`src/design/relocation_fixup_parser_macros.svh`:
```
// Assertion macros shared by the relocation fixup parser RTL.
// Define NO_ASSERTIONS to compile them out.
`ifndef RELOCATION_FIXUP_PARSER_MACROS_SVH
`define RELOCATION_FIXUP_PARSER_MACROS_SVH

`ifndef NO_ASSERTIONS

// Checked property, disabled while reset is high
`define RFP_ASSERT(label, clk, rst, prop, msg) \
   label: assert property (@(posedge clk) disable iff (rst) prop) else $error(msg);

// Checked property, also evaluated during reset
`define RFP_ASSERT_ALWAYS(label, clk, prop, msg) \
   label: assert property (@(posedge clk) prop) else $error(msg);

`else

`define RFP_ASSERT(label, clk, rst, prop, msg)

`define RFP_ASSERT_ALWAYS(label, clk, prop, msg)

`endif

`endif

```
`src/design/rfp_pkg.sv`:
```
`default_nettype none

package rfp_pkg;

   // Field widths
   localparam int unsigned HALF_W    = 16;
   localparam int unsigned ADDR_W    = 32;
   localparam int unsigned OFFSET_W  = 12;
   localparam int unsigned ETYPE_W   = 4;
   localparam int unsigned COUNT_W   = 31;

   // Entry types
   localparam logic [ETYPE_W-1:0] TYPE_ABSOLUTE = 4'd0;
   localparam logic [ETYPE_W-1:0] TYPE_HIGHLOW  = 4'd3;

   // Result status codes
   typedef enum logic [1:0] {
      ST_APPLY       = 2'd0,
      ST_UNSUPPORTED = 2'd1,
      ST_END         = 2'd2,
      ST_MALFORMED   = 2'd3
   } status_type;

   // Parser phase
   typedef enum logic [2:0] {
      PH_PAGE_LO = 3'd0,
      PH_PAGE_HI = 3'd1,
      PH_SIZE_LO = 3'd2,
      PH_SIZE_HI = 3'd3,
      PH_ENTRIES = 3'd4
   } phase_type;

   // One parse result for the output stage
   typedef struct packed {
      logic                valid;
      status_type          status;
      logic [ADDR_W-1:0]   image_offset;
      logic [ETYPE_W-1:0]  entry_type;
   } result_type;

endpackage

`default_nettype wire

```
`src/design/rfp_parser.sv`:
```
`default_nettype none

`include "relocation_fixup_parser_macros.svh"

// Header/entry parser: consumes one halfword per advance and produces
// at most one result word for the same cycle.
module rfp_parser (
   input  wire logic                          clock,
   input  wire logic                          reset,
   input  wire logic                          advance,
   input  wire logic [rfp_pkg::HALF_W-1:0]    half_word,
   output rfp_pkg::result_type                result
);

   rfp_pkg::phase_type               phase_ff, phase_in;
   logic [rfp_pkg::ADDR_W-1:0]       page_base_ff, page_base_in;
   logic [rfp_pkg::HALF_W-1:0]       size_low_ff, size_low_in;
   logic [rfp_pkg::COUNT_W-1:0]      entries_left_ff, entries_left_in;

   logic [rfp_pkg::ADDR_W-1:0]       block_size;
   logic [rfp_pkg::COUNT_W-1:0]      size_entries;
   logic [rfp_pkg::COUNT_W-1:0]      left_dec;
   logic [rfp_pkg::ETYPE_W-1:0]      etype;
   logic [rfp_pkg::ADDR_W-1:0]       entry_addr;
   logic                             size_zero;
   logic                             size_bad;

   // Shared datapath terms
   assign block_size   = {half_word, size_low_ff};
   assign size_zero    = (block_size == '0);
   assign size_bad     = block_size[0] || (block_size[rfp_pkg::ADDR_W-1:3] == '0);
   assign size_entries = block_size[rfp_pkg::ADDR_W-1:1] - rfp_pkg::COUNT_W'(4);
   assign left_dec     = entries_left_ff - rfp_pkg::COUNT_W'(1);
   assign etype        = half_word[rfp_pkg::HALF_W-1 -: rfp_pkg::ETYPE_W];
   assign entry_addr   = page_base_ff
                       + {{(rfp_pkg::ADDR_W-rfp_pkg::OFFSET_W){1'b0}},
                          half_word[rfp_pkg::OFFSET_W-1:0]};

   // Next state
   always_comb begin
      phase_in        = phase_ff;
      page_base_in    = page_base_ff;
      size_low_in     = size_low_ff;
      entries_left_in = entries_left_ff;
      if (advance) begin
         unique case (phase_ff)
            rfp_pkg::PH_PAGE_HI: begin
               page_base_in = {half_word, page_base_ff[rfp_pkg::HALF_W-1:0]};
               phase_in     = rfp_pkg::PH_SIZE_LO;
            end
            rfp_pkg::PH_SIZE_LO: begin
               size_low_in = half_word;
               phase_in    = rfp_pkg::PH_SIZE_HI;
            end
            rfp_pkg::PH_SIZE_HI: begin
               if (size_zero || size_bad) begin
                  phase_in = rfp_pkg::PH_PAGE_LO;
               end else begin
                  entries_left_in = size_entries;
                  phase_in = (size_entries == '0) ? rfp_pkg::PH_PAGE_LO
                                                  : rfp_pkg::PH_ENTRIES;
               end
            end
            rfp_pkg::PH_ENTRIES: begin
               entries_left_in = left_dec;
               if (left_dec == '0) begin
                  phase_in = rfp_pkg::PH_PAGE_LO;
               end
            end
            default: begin
               // page low halfword; unused codes behave the same
               page_base_in = {{(rfp_pkg::ADDR_W-rfp_pkg::HALF_W){1'b0}}, half_word};
               phase_in     = rfp_pkg::PH_PAGE_HI;
            end
         endcase
      end
   end

   // Result decode
   always_comb begin
      result.valid        = 1'b0;
      result.status       = rfp_pkg::ST_APPLY;
      result.image_offset = '0;
      result.entry_type   = '0;
      unique case (phase_ff)
         rfp_pkg::PH_SIZE_HI: begin
            if (size_zero) begin
               result.valid  = 1'b1;
               result.status = rfp_pkg::ST_END;
            end else if (size_bad) begin
               result.valid  = 1'b1;
               result.status = rfp_pkg::ST_MALFORMED;
            end
         end
         rfp_pkg::PH_ENTRIES: begin
            result.image_offset = entry_addr;
            result.entry_type   = etype;
            if (etype == rfp_pkg::TYPE_HIGHLOW) begin
               result.valid  = 1'b1;
               result.status = rfp_pkg::ST_APPLY;
            end else if (etype != rfp_pkg::TYPE_ABSOLUTE) begin
               result.valid  = 1'b1;
               result.status = rfp_pkg::ST_UNSUPPORTED;
            end
         end
         default: begin
            result.valid = 1'b0;
         end
      endcase
   end

   // State registers
   always_ff @(posedge clock) begin
      if (reset) begin
         phase_ff        <= rfp_pkg::PH_PAGE_LO;
         page_base_ff    <= '0;
         size_low_ff     <= '0;
         entries_left_ff <= '0;
      end else begin
         phase_ff        <= phase_in;
         page_base_ff    <= page_base_in;
         size_low_ff     <= size_low_in;
         entries_left_ff <= entries_left_in;
      end
   end

   // Entry phase never runs with an empty count
   `RFP_ASSERT(a_entries_nonzero, clock, reset,
      (phase_ff == rfp_pkg::PH_ENTRIES) |-> (entries_left_ff != '0),
      "entry phase with zero entries left")

   // Size halfword leads back to a header or into entries
   `RFP_ASSERT(a_size_exit, clock, reset,
      (advance && phase_ff == rfp_pkg::PH_SIZE_HI)
         |=> (phase_ff == rfp_pkg::PH_PAGE_LO || phase_ff == rfp_pkg::PH_ENTRIES),
      "bad phase after block size")

   // Header address halfwords never produce a result
   `RFP_ASSERT(a_result_phase, clock, reset,
      result.valid |-> (phase_ff == rfp_pkg::PH_SIZE_HI || phase_ff == rfp_pkg::PH_ENTRIES),
      "result raised outside size or entry phase")

endmodule

`default_nettype wire

```
`src/design/relocation_fixup_parser.sv`:
```
// Base-relocation table fixup parser.
// req channel: one little-endian halfword of the relocation table per word,
//   taken when req_valid and req_ready are both high. Each block is an
//   8-byte header (page address, block size, low halfword first) and then
//   16-bit entries (type in bits 15..12, page offset in bits 11..0).
// rsp channel: at most one word per input halfword: status, image_offset,
//   entry_type. Highlow entries give an apply command, absolute entries and
//   header halfwords give nothing, other types give an unsupported status;
//   a zero size gives end of table, an odd size or one below 8 a malformed
//   status, and both re-arm the parser for a new table.
// csr channel: writes load_delta, always ready; the consumer adds it to the
//   word at image_offset. Write it only while the block is idle.
// A result is registered and appears on rsp in the cycle after its halfword is taken.
// Throughput: one halfword per cycle, set by the single output register.
// When the receiver stalls, the pending result holds and req_ready drops
//   until it is taken; req_ready also stays high in the cycle it is taken.
// Reset (synchronous): parser returns to the first header halfword, the
//   output register empties and load_delta clears to zero.
`default_nettype none

`include "relocation_fixup_parser_macros.svh"

module relocation_fixup_parser (
   input  wire logic                               clock,
   input  wire logic                               reset,
   input  wire logic                               req_valid,
   output logic                                    req_ready,
   input  wire logic [rfp_pkg::HALF_W-1:0]         req_half_word,
   output logic                                    rsp_valid,
   input  wire logic                               rsp_ready,
   output logic [1:0]                              rsp_status,
   output logic [rfp_pkg::ADDR_W-1:0]              rsp_image_offset,
   output logic [rfp_pkg::ETYPE_W-1:0]             rsp_entry_type,
   input  wire logic                               csr_valid,
   output logic                                    csr_ready,
   input  wire logic signed [rfp_pkg::ADDR_W-1:0]  csr_load_delta
);

   rfp_pkg::result_type                result;
   logic                               req_take;
   logic                               rsp_valid_ff, rsp_valid_in;
   rfp_pkg::status_type                status_ff;
   logic [rfp_pkg::ADDR_W-1:0]         offset_ff;
   logic [rfp_pkg::ETYPE_W-1:0]        etype_ff;
   logic signed [rfp_pkg::ADDR_W-1:0]  load_delta_ff;

   // Handshake: take a word whenever the output slot is free or draining
   assign req_ready = !rsp_valid_ff || rsp_ready;
   assign req_take  = req_valid && req_ready;
   assign csr_ready = 1'b1;

   rfp_parser u_parser (
      .clock     (clock),
      .reset     (reset),
      .advance   (req_take),
      .half_word (req_half_word),
      .result    (result)
   );

   // Output slot occupancy
   always_comb begin
      rsp_valid_in = rsp_valid_ff;
      if (req_take) begin
         rsp_valid_in = result.valid;
      end else if (rsp_ready) begin
         rsp_valid_in = 1'b0;
      end
   end

   always_ff @(posedge clock) begin
      if (reset) begin
         rsp_valid_ff <= 1'b0;
      end else begin
         rsp_valid_ff <= rsp_valid_in;
      end
   end

   // Output payload
   always_ff @(posedge clock) begin
      if (req_take && result.valid) begin
         status_ff <= result.status;
         offset_ff <= result.image_offset;
         etype_ff  <= result.entry_type;
      end
   end

   // Delta register, held for the consumer
   always_ff @(posedge clock) begin
      if (reset) begin
         load_delta_ff <= '0;
      end else if (csr_valid && csr_ready) begin
         load_delta_ff <= csr_load_delta;
      end
   end

   assign rsp_valid        = rsp_valid_ff;
   assign rsp_status       = status_ff;
   assign rsp_image_offset = offset_ff;
   assign rsp_entry_type   = etype_ff;

   // End and malformed words carry a zero offset
   `RFP_ASSERT(a_end_zero_offset, clock, reset,
      (req_take && result.valid &&
       (result.status == rfp_pkg::ST_END || result.status == rfp_pkg::ST_MALFORMED))
         |=> (rsp_image_offset == '0 && rsp_entry_type == '0),
      "end or malformed word with nonzero offset or type")

   // A csr write lands in the delta register
   `RFP_ASSERT(a_delta_write, clock, reset,
      csr_valid |=> (load_delta_ff == $past(csr_load_delta)),
      "load_delta not updated by csr write")

   // Input stalls only behind a blocked result
   `RFP_ASSERT_ALWAYS(a_ready_stall, clock,
      !req_ready |-> (rsp_valid_ff && !rsp_ready),
      "req_ready low without a stalled result")

endmodule

`default_nettype wire

```
`config.mk`:
```
export PLATFORM = sky130hd
export DESIGN_NAME = relocation_fixup_parser
export DESIGN_NICKNAME = d
export VERILOG_FILES = /design/src/design/rfp_pkg.sv /design/src/design/rfp_parser.sv /design/src/design/relocation_fixup_parser.sv
export VERILOG_INCLUDE_DIRS = /design/src /design/src/design
export SDC_FILE = /design/constraint.sdc
export NUM_CORES = 1
export LEC_CHECK = 0
export ABC_AREA = 1
export ABC_CLOCK_PERIOD_IN_PS = 4000
export BUFFER_PORTS_ARGS = -buffer_cell sky130_fd_sc_hd__buf_2
export CAP_MARGIN = 30
export CORE_UTILIZATION = 44
export CTS_CLUSTER_SIZE = 12
export DETAILED_ROUTE_END_ITERATION = 8
export HOLD_SLACK_MARGIN = 0.06
export PLACE_DENSITY = 0.72
export SLEW_MARGIN = 20
export SYNTH_ARGS = -nofsm -noshare
export SYNTH_HDL_FRONTEND = slang
export SYNTH_HIERARCHICAL = 1
export SYNTH_SLANG_ARGS = --single-unit
```
`constraint.sdc`:
```
create_clock -name clock -period 4 [get_ports clock]
set_input_delay 0.6 -clock clock [delete_from_list [all_inputs] [get_ports clock]]
set_output_delay 0.6 -clock clock [all_outputs]
set_load 0.02 [all_outputs]
```
==> metrics.txt, run 1 <==
Root Driver clkbuf_16; CTS tree built; relative slew slack 46.0%; Worst setup SP type register; worst slew pin tran 0.809 ns; Post-Syn Nets about 1200; cell taking the most area after synthesis dfxtp_1; max_cap viols 0; Finished Layout Cells 1439; PnR Total Power 0.00396 W; sequential area share after synthesis 36.1%; Tcrit/Tclk final 80.1%; Netlist cell types 50; RD Place Congestion 0.938; die height 135 um; area share of the largest cell type after synthesis 21.4%; #FFs+latches synth 121; post-synthesis cell area 7770 um^2; Fmax 312 MHz; family with the most delay on the worst path simple AND/OR/NAND/NOR gates; # nets final 1271; # setup viols final 0; critical path type reg -> reg; CP startpoint u_parser/phase_ff[0]$_SDFFE_PP0P_; most frequent cells in the layout nand2_1, nor2_1, inv_1; final setup TNS 0 ns; initial core utilization 44.9%; Post-CTS Setup Inserts 0; first-pass GRT wire length roughly 34000 um; port buffer count 59; die area 18200 um^2; GRT Total Usage 24.0%; top cells by area, synth dfxtp_1, edfxtp_1, nand2_1; Longest Clk Path Bufs 2; row count 48; GR Overflow Total 0; Yosys Warn Count 6; core area about 17000 um^2; Reg clk slew, reported paths around 0.060 ns; CTS Sinks 121; Synth Instances 1150; CP peak stage delay 0.54 ns; largest net degree at the start of global routing 46; outcome finished, final reports clean; post-layout min period 3.20 ns; worst flop-to-flop path endpoint u_parser/page_base_ff[15]$_SDFFE_PP0P_; mean instance size in the synthesized netlist about 6.8 um^2; Vias 7683; Die Span X 135 um; most common cell after layout, fill and taps aside nand2_1; Pins Over Slew Limit 0; Setup crit end u_parser/page_base_ff[15]$_SDFFE_PP0P_; post-route antenna net violation count 0; 1st-iter DRT viols 527; Worst setup EP type register; CTS Buf Count 17; VDD IR max approximately 310 uV; num ports 94; detailed-route DRC error count 0; layout cells sized above 1 13.0%; CTS H-Tree Depth 4; DP Cell Count between 1000 and 1500; crit path DAT 3.49 ns; Hold WC Path Type reg -> reg; endpoints failing hold 0; drt pass-1 iters 5; CP cell instances nor2_1 -> nand2_2 -> inv_2 -> nor2_1 -> inv_1 -> nor2_2 -> nand2_1 -> o21ai_0 -> a21oi_1; post-cts repair resize count 0; vias per cell 5.34; critical path depth 9; worst-path fanout max 45; initial antenna violation count 0; WHS 0.465 ns; hold_buf cts 0; R2R setup slack 0.80 ns; DRT Wirelength 21300 um; worst reg2reg path depth 9; n_diodes 0; Buf+Inv Stages, Crit Path 2; Cell Pwr Density 450 nW/um^2; post-DP HPWL 15700 um; vias in the first global route 6781; worst-skew pair later-pin latency around 0.43 ns; Pleak 3.79 nW; area grow syn2layout 13.2%; Critical R2R Launch u_parser/phase_ff[0]$_SDFFE_PP0P_; Routed WL per cell between 10 and 15 um; Slowest cell on crit path nand2_1; Worst EP required between 4 and 5 ns; RSZ-0062 raised after global routing false; final setup skew 0.0103 ns; CP most frequent cell nor2_1
[state kept, by name (all words and copies together) (netlist names)]
signal                    count
u_parser/entries_left_ff     31
rsp_image_offset             32
rsp_entry_type                4
rsp_valid                     1
u_parser/page_base_ff        32
rsp_status                    2
u_parser/size_low_ff         16
u_parser/phase_ff             3
[worst min path at each step]
stage	startpoint	to	slack [ns]	depth (start not counted)
3_3_place_gp	u_parser/page_base_ff[5]$_SDFFE_PP0P_	u_parser/page_base_ff[5]$_SDFFE_PP0P_	0.45	2
4_1_cts	u_parser/page_base_ff[7]$_SDFFE_PP0P_	u_parser/page_base_ff[7]$_SDFFE_PP0P_	0.47	2
5_1_grt	u_parser/page_base_ff[3]$_SDFFE_PP0P_	u_parser/page_base_ff[3]$_SDFFE_PP0P_	0.49	2
3_5_place_dp	u_parser/page_base_ff[7]$_SDFFE_PP0P_	u_parser/page_base_ff[7]$_SDFFE_PP0P_	0.46	2
6_report	u_parser/page_base_ff[2]$_SDFFE_PP0P_	u_parser/page_base_ff[2]$_SDFFE_PP0P_	0.47	2
2_1_floorplan	u_parser/page_base_ff[10]$_SDFFE_PP0P_	u_parser/page_base_ff[10]$_SDFFE_PP0P_	0.44	2
[per-stage QoR]
stage	area (um^2)	worst slack, ns	util, %
after CTS	8800	0.802	50.9
after detailed placement	8230	0.805	47.6
after global placement	8230	0.860	47.6
final	8800	0.796	50.9
after floorplan	7770	0.350	-
after global routing	8800	0.380	50.9
[cells by family (layout without fill, tap and decap cells)]
family	count (synthesis)	in the layout	share of synthesized area, %
AO/OA/AOI/OAI	219	219	15.8
flip-flops	121	121	36.1
other	1	1	0.0483
XOR/XNOR	30	30	3.38
adder cells (fa/ha/maj)	17	17	2.83
buffers and inverters	153	217	8.04
multiplexers	1	1	0.129
AND/OR/NAND/NOR	608	608	33.7
[cells in the mapped netlist, drive strengths merged]
library cell,number
xor2,24
o21ai,98
fa,1
nand3,70
o21a,2
o31ai,1
a21oi,102
clkinv,2
xnor2,6
o221ai,1
dfxtp,83
nand4,20
and2,1
nor3b,2
nand2,297
o22ai,1
nor2,193
nor4,1
conb,1
or2,2
nor3,17
a211oi,7
and3,1
edfxtp,38
a21boi,2
a31oi,5
ha,16
clkbuf,24
nand3b,4
inv,117
buf,10
mux2i,1
[routing by layer]
layer | wire (um) | vias to the layer above | track usage [%]
met4 | 472 | 0 | 8.74
met5 | 0 | - | 0
met1 | 9740 | 3524 | 32.5
met3 | 1380 | 36 | 3.98
li1 | - | 3872 | -
met2 | 9740 | 251 | 38.3
[worst reg2reg max path, stage by stage, from the launching register on]
cell and delay [ns]:
dfxtp_1 0.38, nor2_1 0.07, nand2_2 0.44, inv_2 0.50, nor2_1 0.23, inv_1 0.10
nor2_2 0.42, nand2_1 0.54, o21ai_0 0.34, a21oi_1 0.06
[layout make-up]
cell class              instances  area [um^2]
inverters                     119          448
repair buffers                 66          348
flip-flops and latches        121         2800
fillers                      1739         8500
multi-input cells             876         4350
well taps                     225          282
clock inverters                15          140
clock buffers                  17          425
[power by group]
group / switching, W / total [W] / internal [W] / leakage (nW)
sequential: 0.0000607 / 0.00139 / 0.00133 / 1.03
clock: 0.000615 / 0.00148 / 0.000865 / 0.271
combinational: 0.000751 / 0.00109 / 0.000335 / 2.48
Note: power is estimated with default switching activity, not from simulation.
==> run 2, diff against run 1 <==
- ABC_CLOCK_PERIOD_IN_PS: 4000 -> 3200
- clock period: 4 -> 3.2 ns (I/O delays scaled with it)
==> run 2 against run 1 <==
Compared with the run above: setup slack got worse by 0.31 ns; utilization increased by 0.45 points; critical path depth increased by 6; clock skew decreased by 0.0026 ns; wire length increased by 1.1%; design area increased by 0.88%; clock power increased by 34%; combinational power increased by 25%; final cell count increased by 0.28%; largest cell class unchanged; highest routed layer unchanged.
==> metrics.txt, run 2 (same netlist as run 1, synthesis figures left out) <==
# nets final 1275; # setup viols final 0; Pins Over Slew Limit 0; Tcrit/Tclk final 84.7%; GRT Total Usage 24.5%; Fmax 369 MHz; worst slew pin tran 0.730 ns; Routed WL per cell 14.9 um; post-DP HPWL 15800 um; Cell Pwr Density 573 nW/um^2; num ports 94; vias per cell 5.34; VDD IR max 390 uV; PnR Total Power 0.00509 W; endpoints failing hold 0; largest net degree at the start of global routing 45; Hold Path Origin req_half_word[14]; Die Span X 135 um; Root Driver clkbuf_16; Reg clk slew, reported paths 0.06 ns; row count 48; post-cts repair resize count 0; Pleak 3.83 nW; post-layout min period 2.71 ns; outcome finished, final reports clean; area grow syn2layout 14.2%; worst-skew pair later-pin latency 0.43 ns; initial antenna violation count 0; n_diodes 0; CTS Buf Count 17; CTS H-Tree Depth 4; max_cap viols 0; critical path type reg -> reg; final setup TNS 0 ns; core area between 15000 and 20000 um^2; Worst EP required 3.32 ns; most frequent cells in the layout nand2_1, nor2_1, inv_1; Longest Clk Path Bufs 2; post-route antenna net violation count 0; layout cells sized above 1 a little over an eighth; RD Place Congestion 0.912; Critical R2R Launch u_parser/size_low_ff[3]$_SDFFE_PP0P_; detailed-route DRC error count 0; Post-CTS Setup Inserts 0; vias in the first global route 6899; most common cell after layout, fill and taps aside nand2_1; CP startpoint u_parser/size_low_ff[3]$_SDFFE_PP0P_; CTS Sinks 121; relative slew slack 51.2%; GR Overflow Total 0; Worst setup SP type register; 1st-iter DRT viols 742; final setup skew 0.00776 ns; first-pass GRT wire length approximately 35000 um; initial core utilization 44.9%; CTS tree built; port buffer count 59; fillers 1680; drt pass-1 iters 6; hold_buf cts 0; Worst setup EP type register; RSZ-0062 raised after global routing false; die height 135 um; crit path DAT around 2.8 ns; Hold WC Path Type in -> reg; die area roughly 18000 um^2; DRT Wirelength 21600 um; Vias 7710; worst-path fanout max 38
-- run 2: area by class of cell --
cell class | count | area [um^2] | share of cell area (%)
Multi-Input combinational cell | 876 | 4350 | 49.0
Sequential cell | 121 | 2800 | 31.6
Inverter | 119 | 448 | 5.05
Clock buffer | 17 | 425 | 4.79
Timing Repair Buffer | 70 | 390 | 4.40
Tap cell | 225 | 282 | 3.17
Clock inverter | 15 | 175 | 1.97
-- run 2: path summary, 6_finish.rpt --
path / end / slack [ns] / depth (start not counted)
setup / recovery: rsp_entry_type[2]$_DFFE_PP_ / 0.49 / 15
hold / removal: u_parser/page_base_ff[30]$_SDFFE_PP0P_ / 0.40 / 3
setup reg to reg: rsp_entry_type[2]$_DFFE_PP_ / 0.49 / 15
hold reg to reg: u_parser/page_base_ff[4]$_SDFFE_PP0P_ / 0.47 / 2
-- run 2: metal layers --
| layer | global-route usage [%] | wire length [um] |
|---|---|---|
| met1 | 33.9 | 9960 |
| met2 | 38.5 | 9740 |
| met3 | 3.90 | 1440 |
| met4 | 8.30 | 425 |
| met5 | 0 | 0 |
-- run 2: worst max-delay path: stages, from the launching register on --
cell and delay, ns:
dfxtp_1 0.35, inv_1 0.13, ha_1 0.25, nand2_2 0.12, nor2_4 0.19, nand2_4 0.10, clkinv_2 0.08, nand4_2 0.08
nor2_1 0.13, nor2_2 0.06, nand2_2 0.12, nand2_4 0.09, o21ai_0 0.08, inv_1 0.11, nor3_4 0.23, buf_12 0.24
-- run 2: power breakdown --
part           total [W]  internal, W  switching, W
registers        0.00174      0.00167     0.0000762
logic            0.00136     0.000425      0.000937
clock network    0.00198      0.00112      0.000862
-- run 2: stage by stage --
step                      setup WS (ns)  area [um^2]  hold slack [ns]  utilization [%]  instances
after floorplan                   0.172         7780            0.444                -       1150
after global placement            0.418         8270            0.455             47.8       1411
after detailed placement          0.337         8270            0.462             47.8       1411
after CTS                         0.483         8870            0.388             51.3       1443
after global routing              0.297         8870            0.400             51.3       1443
final                             0.488         8870            0.397             51.3       1443
==> run 3, diff against run 2 <==
- ABC_AREA: 1 -> 0
- ABC_CLOCK_PERIOD_IN_PS: 3200 -> 2500
- clock period: 3.2 -> 2.5 ns (I/O delays scaled with it)
==> run 3 against run 2 <==
Compared with the run above: the run now ends with negative setup slack left; design area is 15% higher; setup slack worse by 0.63 ns; sequential power is 20% higher; wire length is 16% higher; critical path type unchanged.
==> metrics.txt, run 3 <==
Vias 8168; # setup viols final 75; CP peak stage delay between 0.5 and 0.6 ns; CP cell instances or4_4 -> o41a_1 -> nor4_4 -> nor2_2 -> o22ai_2 -> nand2_2 -> nor2b_4 -> buf_6 -> buf_16; design area 10200 um^2; initial antenna violation count 0; most frequent cells in the layout nand2_1, buf_4, a21oi_1; PnR Total Power around 0.0054 W; endpoints failing hold 0; core area 16700 um^2; CTS H-Tree Depth 4; Worst setup EP type register; GR Overflow Total 0; Root Driver clkbuf_16; Fmax 379 MHz; detailed-route DRC error count 0; worst-path fanout max 9; Tcrit/Tclk final 106%; area share of the largest cell type after synthesis 22.0%; critical path type reg -> reg; WHS 0.261 ns; worst-skew pair later-pin latency ~0.42 ns; crit path DAT 2.78 ns; family with the most delay on the worst path simple AND/OR/NAND/NOR gates; relative slew slack 56.1%; most common cell after layout, fill and taps aside nand2_1; Post-DP Area roughly 9000 um^2; num ports 94; cell taking the most area after synthesis dfxtp_1; die area 17700 um^2; first-pass GRT wire length 38400 um; post-route antenna net violation count 0; Die Span X about 130 um; outcome finished, violations left; DRT Wirelength approximately 25000 um; worst slew pin tran 0.658 ns; Worst EP required approximately 2.6 ns; Placement Setup Slack -0.331 ns; area grow syn2layout 35.0%; post-layout min period 2.64 ns; RD Place Congestion slightly below 1; Synth Instances 957; Yosys Warn Count 6; Worst setup SP type register; max_cap viols 0; Pins Over Slew Limit 0; die height 133 um; Reg clk slew, reported paths around 0.060 ns; VDD IR max 486 uV; layout cells sized above 1 30.6%; 1st-iter DRT viols ~900; final core occ 61.1%; EDFF count, synth 38; Hold WC Path Type in -> reg; Post-Syn Nets 1027; vias per cell 6.02; ys async rst share 0%; most common cell in the netlist nand2_1; setup ws final -0.141 ns; Netlist cell types 78; Cell Pwr Density 531 nW/um^2; failing checks negative setup slack; post-synthesis cell area roughly 7600 um^2; sequential area share after synthesis 37.1%; GRT Total Usage 27.7%; #FFs+latches synth about 120; Post-synth top cells nand2_1, a21oi_1, dfxtp_1; n_diodes 0; CTS tree built; CTS Buf Count 17; Buf+Inv Stages, Crit Path 2; RSZ-0062 raised after global routing true; post-DP HPWL 16200 um; vias in the first global route 7481; # nets final 1194; top cells by area, synth dfxtp_1, edfxtp_1, nand2_1; Longest Clk Path Bufs 2; initial core utilization about 45%; mean instance size in the synthesized netlist approximately 8 um^2; Slowest cell on crit path or4_4; drt pass-1 iters 6; port buffer count 59; ys flop type dfxtp_1; Routed WL per cell roughly 18 um; largest net degree at the start of global routing 39; Pleak 3.84 nW; row count 47; CTS Sinks 121; final setup skew roughly 0.0074 ns
## run 3: cell types whose count changed after synthesis, sizes merged, moves of 16 or more
cell    previous run  this run
nand2            297       154
nor2             193        67
inv              117        14
o21ai             98        61
clkbuf            24        56
nand3             70        43
nor4               1        27
or3                0        21
xnor2              6        25
xor2              24         8
## run 3: worst reg2reg max path: cells and delay by family (launching register included)
family                 cells  cell delay, ns
AOI/OAI and AO/OA          2            0.56
buffers and inverters      2            0.29
DFF                        1            0.34
and+or+nand+nor            5            1.18
## run 3: path summary, 6_finish.rpt
kind / from / endpoint / slack, ns / depth (start not counted)
max reg2reg: u_parser/size_low_ff[3]$_SDFFE_PP0P_ / rsp_image_offset[10]$_DFFE_PP_ / -0.14 / 9
min: req_half_word[6] / u_parser/size_low_ff[6]$_SDFFE_PP0P_ / 0.26 / 3
max: u_parser/size_low_ff[3]$_SDFFE_PP0P_ / rsp_image_offset[10]$_DFFE_PP_ / -0.14 / 9
min reg2reg: u_parser/page_base_ff[2]$_SDFFE_PP0P_ / u_parser/page_base_ff[2]$_SDFFE_PP0P_ / 0.46 / 2
## run 3: through the flow
step	setup TNS, ns	cells
detailed placement	-16.11	1301
global placement	-13.27	1301
CTS	-4.07	1343
finish	-5.49	1357
global route	-11.81	1357
floorplan	-12.50	957
## run 3: report_power, final
part | switching, W | total, W | internal [W]
Clock | 0.000999 | 0.00242 | 0.00142
Sequential | 0.0000355 | 0.00209 | 0.00205
Combinational | 0.000529 | 0.000919 | 0.000390
Total | 0.00156 | 0.00542 | 0.00386
## run 3: cell families after synthesis
logic type	count (synthesis)	synth area share [%]
AOI/OAI and AO/OA	252	19.9
xor gates and xnor gates	33	3.82
adders and majority gates	17	2.91
buffers and inverters	90	4.88
DFF	121	37.1
muxes	16	2.12
other	1	0.0496
and+or+nand+nor	427	29.2
## run 3: final cells by class
| class | count | area (um^2) |
|---|---|---|
| clock buffers | 18 | 439 |
| clock inverters | 14 | 139 |
| fillers | 1400 | 6490 |
| inverters | 14 | 55.1 |
| multi-input cells | 746 | 4740 |
| flip-flops and latches | 121 | 2810 |
| well taps | 220 | 275 |
| repair buffers | 224 | 1740 |
## run 3: layer usage
metal | up-vias | track usage, % | wire [um]
met3 | 53 | 4.64 | 2000
met5 | - | 0 | 0
met1 | 3891 | 36.5 | 10600
met2 | 411 | 44.9 | 11900
met4 | 0 | 11.2 | 590
li1 | 3813 | - | -
## run 3: what timing repair did
| item | 4_1_cts | 5_1_grt |
|---|---|---|
| pin swaps | 10 | 27 |
| hold buffers | 0 | 0 |
| gates cloned | 2 | 6 |
| buffers inserted | 8 | 11 |
| setup endpoints to repair | 56 | 86 |
| resized for setup | 38 | 37 |
